**src/rtl/core/cpfc_pkg.sv**
```systemverilog
// ----------------------------------------------------------------------------
// cpfc_pkg
// shared types and constants for the column predicate filter and count core
// ----------------------------------------------------------------------------
package cpfc_pkg;

    localparam int unsigned ElemW  = 64;
    localparam int unsigned CountW = 17;
    localparam int unsigned IndexW = 2;
    localparam logic [CountW-1:0] MaxBatchRows = 17'd65536;

    typedef enum logic [2:0] {
        MODE_INT_EQ   = 3'd0,
        MODE_INT_GT   = 3'd1,
        MODE_INT_LT   = 3'd2,
        MODE_INT_GE   = 3'd3,
        MODE_INT_LE   = 3'd4,
        MODE_FLT_GT   = 3'd5,
        MODE_FLT_LT   = 3'd6,
        MODE_UNUSED   = 3'd7
    } mode_t;

    localparam logic [IndexW-1:0] REG_MODE     = 2'd0;
    localparam logic [IndexW-1:0] REG_VALUE    = 2'd1;
    localparam logic [IndexW-1:0] REG_VALIDITY = 2'd2;

    typedef struct packed {
        logic [ElemW-1:0] element_bits;
        logic             row_valid;
        logic             last_row;
    } in_word_t;

    typedef struct packed {
        logic              row_passes;
        logic [CountW-1:0] passing_count;
        logic              batch_end;
    } out_word_t;

    typedef struct packed {
        mode_t            mode;
        logic [ElemW-1:0] value;
        logic             use_validity;
    } cfg_t;

endpackage

```
**src/rtl/core/cpfc_if.sv**
```systemverilog
// ----------------------------------------------------------------------------
// cpfc_if
// valid/ready channel interfaces for the core
// ----------------------------------------------------------------------------
interface cpfc_in_if;
    logic                valid;
    logic                ready;
    cpfc_pkg::in_word_t  data;
    modport source (output valid, output data, input ready);
    modport sink   (input valid, input data, output ready);
endinterface

interface cpfc_out_if;
    logic                valid;
    logic                ready;
    cpfc_pkg::out_word_t data;
    modport source (output valid, output data, input ready);
    modport sink   (input valid, input data, output ready);
endinterface

interface cpfc_cfg_if;
    logic                          valid;
    logic                          ready;
    logic [cpfc_pkg::IndexW-1:0]   index;
    logic [cpfc_pkg::ElemW-1:0]    data;
    modport source (output valid, output index, output data, input ready);
    modport sink   (input valid, input index, input data, output ready);
endinterface

```
**src/rtl/core/column_predicate_filter_count_core.sv**
```systemverilog
// ----------------------------------------------------------------------------
// column_predicate_filter_count_core
// column filter: compare each element, emit pass bit and running pass count
// ----------------------------------------------------------------------------
// usage
// - in channel: one word per row (element_bits, row_valid, last_row)
// - out channel: one word per row (row_passes, passing_count, batch_end)
// - cfg channel: index 0 compare_mode, 1 compare_value, 2 use_validity;
//   always ready, write only while no row is in flight
// - from input accept to output valid: input register, then result register
//   with the compare and count update between them
// - throughput: one row per cycle while the receiver keeps out.ready high
// - the input register is refilled when it is empty or the result register
//   frees up, so a stalled receiver holds both full stages and in.ready drops
// - the pass count saturates at 65536 and clears after a last row
// - reset clears configuration, the count and both valid flags
// ----------------------------------------------------------------------------
module column_predicate_filter_count_core
(
    input  logic              clk,
    input  logic              rst_n,
    cpfc_in_if.sink           in,
    cpfc_out_if.source        out,
    cpfc_cfg_if.sink          cfg
);

    cpfc_pkg::cfg_t                    cfg_reg;
    cpfc_pkg::in_word_t                in_data_reg;
    logic                              in_valid_reg;
    cpfc_pkg::out_word_t               out_data_reg;
    logic                              out_valid_reg;
    logic [cpfc_pkg::CountW-1:0]       count_reg, count_next;
    logic                              hit, pass, adv_out, adv_in;

    // configuration writes
    assign cfg.ready = 1'b1;
    always_ff @(posedge clk or negedge rst_n)
    begin
        if (!rst_n)
        begin
            cfg_reg <= '{mode: cpfc_pkg::MODE_INT_EQ, value: '0, use_validity: 1'b0};
        end
        else if (cfg.valid)
        begin
            unique case (cfg.index)
                cpfc_pkg::REG_MODE:     cfg_reg.mode <= cpfc_pkg::mode_t'(cfg.data[2:0]);
                cpfc_pkg::REG_VALUE:    cfg_reg.value <= cfg.data;
                cpfc_pkg::REG_VALIDITY: cfg_reg.use_validity <= cfg.data[0];
                default:                cfg_reg <= cfg_reg;
            endcase
        end
    end

    // handshake
    assign adv_out  = !out_valid_reg || out.ready;
    assign adv_in   = !in_valid_reg || adv_out;
    assign in.ready = adv_in;
    assign out.valid = out_valid_reg;
    assign out.data  = out_data_reg;

    // input register
    always_ff @(posedge clk or negedge rst_n)
    begin
        if (!rst_n)
        begin
            in_valid_reg <= 1'b0;
        end
        else if (adv_in)
        begin
            in_valid_reg <= in.valid;
        end
    end

    always_ff @(posedge clk)
    begin
        if (adv_in && in.valid)
        begin
            in_data_reg <= in.data;
        end
    end

    cpfc_compare u_compare
    (
        .element_bits (in_data_reg.element_bits),
        .cfg          (cfg_reg),
        .hit          (hit)
    );

    // pass and saturating count
    assign pass = hit && (!cfg_reg.use_validity || in_data_reg.row_valid);
    assign count_next = (pass && count_reg < cpfc_pkg::MaxBatchRows)
                        ? count_reg + 1'b1 : count_reg;

    always_ff @(posedge clk or negedge rst_n)
    begin
        if (!rst_n)
        begin
            out_valid_reg <= 1'b0;
            count_reg     <= '0;
        end
        else if (adv_out)
        begin
            out_valid_reg <= in_valid_reg;
            if (in_valid_reg)
            begin
                count_reg <= in_data_reg.last_row ? '0 : count_next;
            end
        end
    end

    always_ff @(posedge clk)
    begin
        if (adv_out && in_valid_reg)
        begin
            out_data_reg <= '{row_passes: pass, passing_count: count_next,
                              batch_end: in_data_reg.last_row};
        end
    end

`ifndef ASSERT_OFF
    a_count_bound: assert property (@(posedge clk) disable iff (!rst_n)
        count_reg <= cpfc_pkg::MaxBatchRows)
        else $error("count above batch bound");
    a_clear_after_last: assert property (@(posedge clk) disable iff (!rst_n)
        adv_out && in_valid_reg && in_data_reg.last_row |=> count_reg == '0)
        else $error("count not cleared after last row");
    a_pass_counts: assert property (@(posedge clk) disable iff (!rst_n)
        adv_out && in_valid_reg && !pass |=>
        out_data_reg.passing_count == $past(count_reg))
        else $error("count moved on a failing row");
    a_hold_on_stall: assert property (@(posedge clk) disable iff (!rst_n)
        out.valid && !out.ready |=> out.valid && $stable(count_reg))
        else $error("state moved while stalled");
`endif

endmodule

```
**src/rtl/core/cpfc_compare.sv**
```systemverilog
// ----------------------------------------------------------------------------
// cpfc_compare
// predicate test of one element against the configured operand
// ----------------------------------------------------------------------------
module cpfc_compare
(
    input  logic [cpfc_pkg::ElemW-1:0] element_bits,
    input  cpfc_pkg::cfg_t             cfg,
    output logic                       hit
);

    localparam int unsigned W = cpfc_pkg::ElemW;

    logic [W-1:0] ek_int, ck_int, ek_flt, ck_flt, e_z, c_z;
    logic         e_nan, c_nan;

    // order-preserving unsigned keys
    assign ek_int = {~element_bits[W-1], element_bits[W-2:0]};
    assign ck_int = {~cfg.value[W-1], cfg.value[W-2:0]};

    // fold -0 onto +0
    assign e_z = (element_bits[W-2:0] == '0) ? '0 : element_bits;
    assign c_z = (cfg.value[W-2:0] == '0) ? '0 : cfg.value;
    assign ek_flt = e_z[W-1] ? ~e_z : {1'b1, e_z[W-2:0]};
    assign ck_flt = c_z[W-1] ? ~c_z : {1'b1, c_z[W-2:0]};

    assign e_nan = (element_bits[62:52] == 11'h7FF) && (element_bits[51:0] != '0);
    assign c_nan = (cfg.value[62:52] == 11'h7FF) && (cfg.value[51:0] != '0);

    // mode select
    always_comb
    begin
        unique case (cfg.mode)
            cpfc_pkg::MODE_INT_EQ: hit = element_bits == cfg.value;
            cpfc_pkg::MODE_INT_GT: hit = ek_int > ck_int;
            cpfc_pkg::MODE_INT_LT: hit = ek_int < ck_int;
            cpfc_pkg::MODE_INT_GE: hit = ek_int >= ck_int;
            cpfc_pkg::MODE_INT_LE: hit = ek_int <= ck_int;
            cpfc_pkg::MODE_FLT_GT: hit = !e_nan && !c_nan && (ek_flt > ck_flt);
            cpfc_pkg::MODE_FLT_LT: hit = !e_nan && !c_nan && (ek_flt < ck_flt);
            default:               hit = 1'b0;
        endcase
    end

endmodule
```
**src/flat_wrapper.sv**
```systemverilog
// flat-port wrapper written by rule: the top's interface ports become plain ports
module column_predicate_filter_count_core_flat 
  (clk, rst_n, in_valid, in_data, in_ready, out_valid, out_data, out_ready, cfg_valid, cfg_index, cfg_data, cfg_ready);
  cpfc_in_if in_i ();
  cpfc_out_if out_i ();
  cpfc_cfg_if cfg_i ();
  input  logic clk;
  input  logic rst_n;
  input wire logic [$bits(in_i.valid)-1:0] in_valid;
  input wire logic [$bits(in_i.data)-1:0] in_data;
  output wire logic [$bits(in_i.ready)-1:0] in_ready;
  output wire logic [$bits(out_i.valid)-1:0] out_valid;
  output wire logic [$bits(out_i.data)-1:0] out_data;
  input wire logic [$bits(out_i.ready)-1:0] out_ready;
  input wire logic [$bits(cfg_i.valid)-1:0] cfg_valid;
  input wire logic [$bits(cfg_i.index)-1:0] cfg_index;
  input wire logic [$bits(cfg_i.data)-1:0] cfg_data;
  output wire logic [$bits(cfg_i.ready)-1:0] cfg_ready;
  assign in_i.valid = in_valid;
  assign in_i.data = in_data;
  assign in_ready = in_i.ready;
  assign out_valid = out_i.valid;
  assign out_data = out_i.data;
  assign out_i.ready = out_ready;
  assign cfg_i.valid = cfg_valid;
  assign cfg_i.index = cfg_index;
  assign cfg_i.data = cfg_data;
  assign cfg_ready = cfg_i.ready;
  column_predicate_filter_count_core u_core (.clk(clk), .rst_n(rst_n), .in(in_i), .out(out_i), .cfg(cfg_i));
endmodule
```
**config.mk**
```make
export PLATFORM = sky130hd
export DESIGN_NAME = column_predicate_filter_count_core_flat
export DESIGN_NICKNAME = d
export VERILOG_FILES = /design/src/rtl/core/cpfc_pkg.sv /design/src/rtl/core/cpfc_if.sv /design/src/rtl/core/column_predicate_filter_count_core.sv /design/src/rtl/core/cpfc_compare.sv /design/src/flat_wrapper.sv
export SDC_FILE = /design/constraint.sdc
export NUM_CORES = 1
export LEC_CHECK = 0
export ABC_AREA = 0
export BUFFER_PORTS_ARGS = -buffer_cell sky130_fd_sc_hd__buf_4
export CAP_MARGIN = 25
export CORE_UTILIZATION = 64
export CTS_CLUSTER_SIZE = 24
export DETAILED_ROUTE_END_ITERATION = 10
export GPL_TIMING_DRIVEN = 0
export PLACE_DENSITY_LB_ADDON = 0.12
export SYNTH_ARGS = -nofsm -noshare
export SYNTH_HDL_FRONTEND = slang
export SYNTH_HIERARCHICAL = 1
export SYNTH_SLANG_ARGS = --single-unit
```
**constraint.sdc**
```tcl
create_clock -name clk -period 8.9 [get_ports clk]
set_input_delay 1.78 -clock clk [delete_from_list [all_inputs] [get_ports clk]]
set_output_delay 1.78 -clock clk [all_outputs]
set_load 0.01 [all_outputs]
```
After elaboration in Yosys (flattened, before gate mapping):

Cells that the tools add are included.

* $add $sub $neg: 1
* order comparisons: 7
* equal/unequal tests: 11
* mux-type cells: 7
* bitwise operators: 4
* reduce and logical (&&, ||, !) cells: 27

Operators by type and width (count)
* $mux 64: 4
* $gt 64x64->1: 2
* $lt 64x64->1: 2
* $not 64->64: 2
* $logic_not 63->1: 2
* $reduce_bool 52->1: 2
* $eq 64x64->1: 1
* $ge 64x64->1: 1
* $le 64x64->1: 1
* $mux 17: 2
* $eq 11x11->1 const B: 2
* $add 17x1->17 const B: 1
* $lt 17x17->1 const B: 1
* $eq 3x3->1 const B: 3
* $logic_and 1x1->1: 9
* $reduce_and 2->1: 4
* $pmux 1 s7: 1
* $eq 3x2->1 const B: 2
* $logic_not 1->1: 5
* $eq 3x1->1 const B: 1
* $logic_not 3->1: 1
* $logic_or 1x1->1: 3
* $eq 2x1->1 const B: 1
* $eq 2x2->1 const B: 1
* 2 further kinds: 3

* flip-flop bits (word level): 172
* bits of input ports: 137
* output and inout port bits: 22
* word-level logic and storage cells: 69

Longest topological paths before layout:

* depth in word-level cells: 11
* depth in mapped cells: 23

Cells and area by module:

Netlist, hierarchy kept.

Modules (own cells, without submodules)
* column_predicate_filter_count_core: instances 1, cells an instance 392, area each 6480.0 µm², seq. area each 4729.5 µm²
* cpfc_compare: instances 1, cells an instance 741, area each 5187.5 µm², seq. area each 0.0 µm²

Worst setup path before layout:

Ideal clock, no wire load.

* path type: register to register
* from: register u_core/in_data_reg[52] in the netlist's numbering
* to: register u_core.out_data_reg, in the netlist u_core/out.data[14], data pin
* setup time: 0.259 ns
* arrival: 4.467 ns
* data required time: 8.641 ns
* path slack: 4.174 ns
* cell stages (with the launch flop): 23
* period minus slack after synthesis: 4.726 ns
* cell sequence: edfxtp_1 nor4_1 nand4_1 nor4_1 and4_1 buf_2 buf_1 nor2_1 ha_1 a21o_1 a21o_1 a2111oi_0 o31ai_1 nand3b_1 o211ai_1 o211ai_1 nand4_1 nand4_1 nor2b_1 buf_4 nand3_1 or3_4 xnor2_1

* longest elaborated chain between the ends: 10
* elaborated cells on any way between the ends: 21
* those cells by class: order compare: 6; eq/ne: 1; mux: 4; bitwise: 1; reduce/logical: 9

RTL lines
* start: declaration: RTL line column_predicate_filter_count_core.sv:28 `cpfc_pkg::in_word_t in_data_reg;`
* start signal: assignment: RTL line column_predicate_filter_count_core.sv:78 `in_data_reg <= in.data;`
* $logic_not 63->1: RTL line cpfc_compare.sv:22 `assign e_z = (element_bits[W-2:0] == '0) ? '0 : element_bits;`
* $mux 64: RTL line cpfc_compare.sv:22
* $not 64->64: RTL line cpfc_compare.sv:24 `assign ek_flt = e_z[W-1] ? ~e_z : {1'b1, e_z[W-2:0]};`
* $mux 64: RTL line cpfc_compare.sv:24
* $lt 64x64->1 / $gt 64x64->1 (equally long branches): RTL line cpfc_compare.sv:40, cpfc_compare.sv:39
* $logic_and 1x1->1 (on tied branches): RTL line cpfc_compare.sv:40, cpfc_compare.sv:39
* $pmux 1 s7 *: RTL line cpfc_compare.sv:33 `unique case (cfg.mode)`
* via u_core.hit: RTL line column_predicate_filter_count_core.sv:33 `logic hit, pass, adv_out, adv_in;`
* $logic_and 1x1->1 *: RTL line column_predicate_filter_count_core.sv:90 `assign pass = hit && (!cfg_reg.use_validity || in_data_reg.row_valid);`
* $logic_and 1x1->1 *: RTL line column_predicate_filter_count_core.sv:91 `assign count_next = (pass && count_reg < cpfc_pkg::MaxBatchRows)`
* $mux 17 *: RTL line column_predicate_filter_count_core.sv:92 `? count_reg + 1'b1 : count_reg;`
* via u_core.count_next (one bit): RTL line column_predicate_filter_count_core.sv:32 `logic [cpfc_pkg::CountW-1:0] count_reg, count_next;`
* end signal: assignment: RTL line column_predicate_filter_count_core.sv:115 `out_data_reg <= '{row_passes: pass, passing_count: count_next,`
* end: declaration: RTL line column_predicate_filter_count_core.sv:30 `cpfc_pkg::out_word_t out_data_reg;`

The timed path passes the listed nets; every way through them passes the cells marked *.
A chain may end at the register's enable or synchronous reset.

Worst setup path in the final report:

* from: register u_core/in_data_reg[44] in the netlist's numbering
* to: register u_core.out_data_reg, in the netlist u_core/out.data[14], data pin

Same word-level chain as after synthesis.

==> impl_metrics.csv <==
group,metric,value,unit
outcome,outcome,"completed",
cts,total_of_hold_buffers_inserted_after_clock_tree_synthesis,0,
cts,cts.sink_count,172,
timing,finalHoldViolCount,0,
timing,timing.final.max_slew_violations,0,
cts,htree_num_levels,4,
floorplanning,floorplan.die_area,18770,um^2
cts,clk_pin_slew_worst_paths,0.08,ns
worst_hold_path,depth_of_the_worst_hold_timing_path,0,
cells_and_area,post-route-cell-area,13760,um^2
setup_path,reg2reg_slack,2.15,ns
floorplanning,chipHeight,137.0,um
global_route,grt_start_max_net_pins,67,
logic_synthesis,syn_warnings,6,
logic_synthesis,synth-edff-count,85,
cts,tritoncts,"yes",
global_route,remaining_global_route_overflow,0,
timing,tightestPinTransition,0.9827,ns
cells_and_area,final_nets,1575,
logic_synthesis,post_synth_inst_count,1133,
cells_and_area,antennaDiodeCount,0,
route,finalWirelength,29680,um
setup_path,r2r-start,"u_core/in_data_reg[44]",
setup_path,crit_arrival,6.95,ns
pwr,max-vdd-ir-drop,0.1689,mV
cts,cts-root-buf,"clkbuf_16",
logic_synthesis,synth_cell_type_count,73,
cells_and_area,largest_register_ffs,68,
setup_path,r2r.worst_path.cells,22,
timing,unrepaired_setup_endpoints_after_global_routing,"false",
global_route,grt_first_pass_wirelength,46860,um
cells_and_area,areaGrowthSynthToFinish,17.94,%
timing,worst_setup_skew_after_layout,0.01485,ns
route,top_layer,"met4",
place,io_buffers,157,
worst_hold_path,worstHoldPathType,"reg -> reg",
logic_synthesis,synthArstFlopShare,0.5058,
floorplanning,standard_cell_row_count,49,
setup_path,critical_path.cell_chain,"nor4_1, nand4_1, nor4_1, and4_1, buf_2, buf_1, nor2_1, ha_1, nand3_1, nor4_1, o211ai_1, a31oi_1, nor3_1, o211ai_1, a211o_1, nand4_1, nand4_1, nor2b_1, buf_4, nand3_1, or3_4, xnor2_1",
logic_synthesis,synth_fp_nets,1398,
timing,max_slew_margin,0.3448,
global_route,first_global_vias,9283,
route,postRouteAntennaNets,0,
setup_path,critical_path_class,"reg -> reg",
logic_synthesis,post-synth-top-area-fraction,0.2188,
logic_synthesis,dominantRegCellSynth,"dfrtp_1",
route,detail_route.drc_violations,0,
setup_path,crit_path_end_kind,"flop",
logic_synthesis,post_synth_instance_area,11670,um^2
run,drv_cap,0,
route,met2RoutedLength,14150,um
pwr,power.static_leakage,6.364,nW
cells_and_area,layout-drive-gt1-share,0.2245,
floorplanning,die-width,137.0,um
cts,number_of_buffers_inserted_by_post_cts_setup_repair,0,
place,placement.cell_area,13160,um^2
route,drt_iter0_drc,845,
global_route,grt_util_all_layers,0.3290,
setup_path,r2r-end,"u_core/out.data[14]",
cells_and_area,final_cell_mix,"159 x buf_4, 128 x ha_1, 94 x nand2_1, 87 x dfrtp_1, 85 x edfxtp_1",
route,drt-pass1-iter-count,6,
cts,cts_buffer_count,17,
setup_path,critical_path.max_fanout,10,
timing,fmax,148.1,MHz
cts,ctsLongestPathBuffers,2,
route,met1_length,12490,um
worst_hold_path,min-delay-start,"u_core/in_data_reg[0]",
route,route.vias.total,9354,
setup_path,critical_path.slowest_cell,"nor4_1",
logic_synthesis,synth_largest_area_cell,"edfxtp_1",
route,routed_wire_length_per_instance,19.12,um
cts,clk_latency,0.45,ns
timing,period_share,0.7588,
timing,final_period_minus_worst_setup_slack,6.753,ns
setup_path,cp_data_required_time,9.10,ns
route,routed-wl-met3,2272,um
route,viasPerCell,6.027,
floorplanning,io_pins,159,
place,final_weighted_congestion_in_routability_driven_placement,0.9162,
cells_and_area,mostFrequentLayoutCell,"buf_4",
worst_hold_path,holdPathEnd,"u_core/out.data[0]",
logic_synthesis,postSynthRegisterBits,172,
logic_synthesis,post_synth_main_area_contributors,"edfxtp_1 22%, dfrtp_1 19%, ha_1 14%",
floorplanning,initial_standard_cell_utilization_of_the_core,0.6517,
setup_path,slowest_delay,0.63,ns
global_route,initial_antenna_violation_count,0,
cts,cts-resized-gates,0,
logic_synthesis,sequential_element_share_of_the_synthesized_area,0.4054,
place,dp_hpwl,21770,um
setup_path,worstSetupStartpoint,"u_core/in_data_reg[44]",
pwr,power.density,203.2,nW/um^2
timing,timing.final.setup_violations,0,
timing,setup_total_negative_slack,0,ns
floorplanning,floorplan.core_area,17900,um^2
setup_path,startpoint_type,"flop",
logic_synthesis,mean_area_per_synthesized_cell,10.30,um^2
[layer usage]
layer	GRT usage	vias up
li1	-	4440
met1	0.4210	4432
met2	0.5497	408
met3	0.06593	74
met4	0.1215	0
met5	0	-
[cells in the mapped netlist, types with 19 or more instances]
| cell type | number |
|---|---|
| xor2_1 | 69 |
| nor4_1 | 37 |
| nand2_1 | 94 |
| xnor2_1 | 72 |
| dfrtp_1 | 87 |
| nand4_1 | 41 |
| nor2_1 | 80 |
| ha_1 | 128 |
| mux2_2 | 69 |
| nor3_1 | 19 |
| nand3_1 | 24 |
| o21ai_0 | 25 |
| edfxtp_1 | 85 |
| inv_1 | 73 |
| a21oi_1 | 31 |
| a21o_1 | 33 |
[cells by family after synthesis]
| kind of cell | synth area share |
|---|---|
| xor gates and xnor gates | 0.1058 |
| other | 0.0003214 |
| and+or+nand+nor | 0.1575 |
| adders and majority gates | 0.1382 |
| AOI/OAI and AO/OA | 0.08461 |
| buffers and inverters | 0.04064 |
| muxes | 0.06745 |
| DFF | 0.4054 |
[power by group]
part | switching (mW) | internal, mW
Sequential | 0.134 | 0.951
Combinational | 0.502 | 0.457
Clock | 0.362 | 0.391
[per-stage QoR]
stage	hold WS, ns	worst slack [ns]	power, mW	util	std cells
4_1_cts	0.4917	2.375	2.787	0.7687	1552
5_1_grt	0.5044	1.949	2.969	0.7687	1552
2_1_floorplan	0.4386	4.174	1.735	-	1133
3_3_place_gp	0.4680	2.547	1.979	0.7336	1519
3_5_place_dp	0.4745	2.418	2.016	0.7353	1520
6_report	0.4854	2.147	2.796	0.7687	1552
[worst max path at each step]
| stage | endpoint | slack [ns] |
|---|---|---|
| final | u_core/out.data[14] | 2.15 |
| after global routing | u_core/count_reg[10] | 1.95 |
| after CTS | u_core/count_reg[10] | 2.38 |
| after detailed placement | u_core/out.data[14] | 2.42 |
| after global placement | u_core/out.data[14] | 2.55 |
| after floorplan | u_core/out.data[14] | 4.17 |
[cell type report]
cell class	instances	area (um^2)
plain buffers	45	200.2
clock buffers	19	452.9
flip-flops and latches	172	4730
repair buffers	158	1206
multi-input cells	843	6466
fillers	1255	4141
well taps	229	286.5
clock inverters	13	145.1
inverters	73	274.0
[worst max-delay path: cells and delay by family, from the launching register on]
family                   cells  cell delay, ns
flip-flops                   1            0.51
AO/OA/AOI/OAI                4            0.86
adder cells (fa/ha/maj)      1            0.33
buffers and inverters        3            0.89
XOR/XNOR                     1            0.13
AND/OR/NAND/NOR             13            3.79
Note: power is estimated with default switching activity, not from simulation.
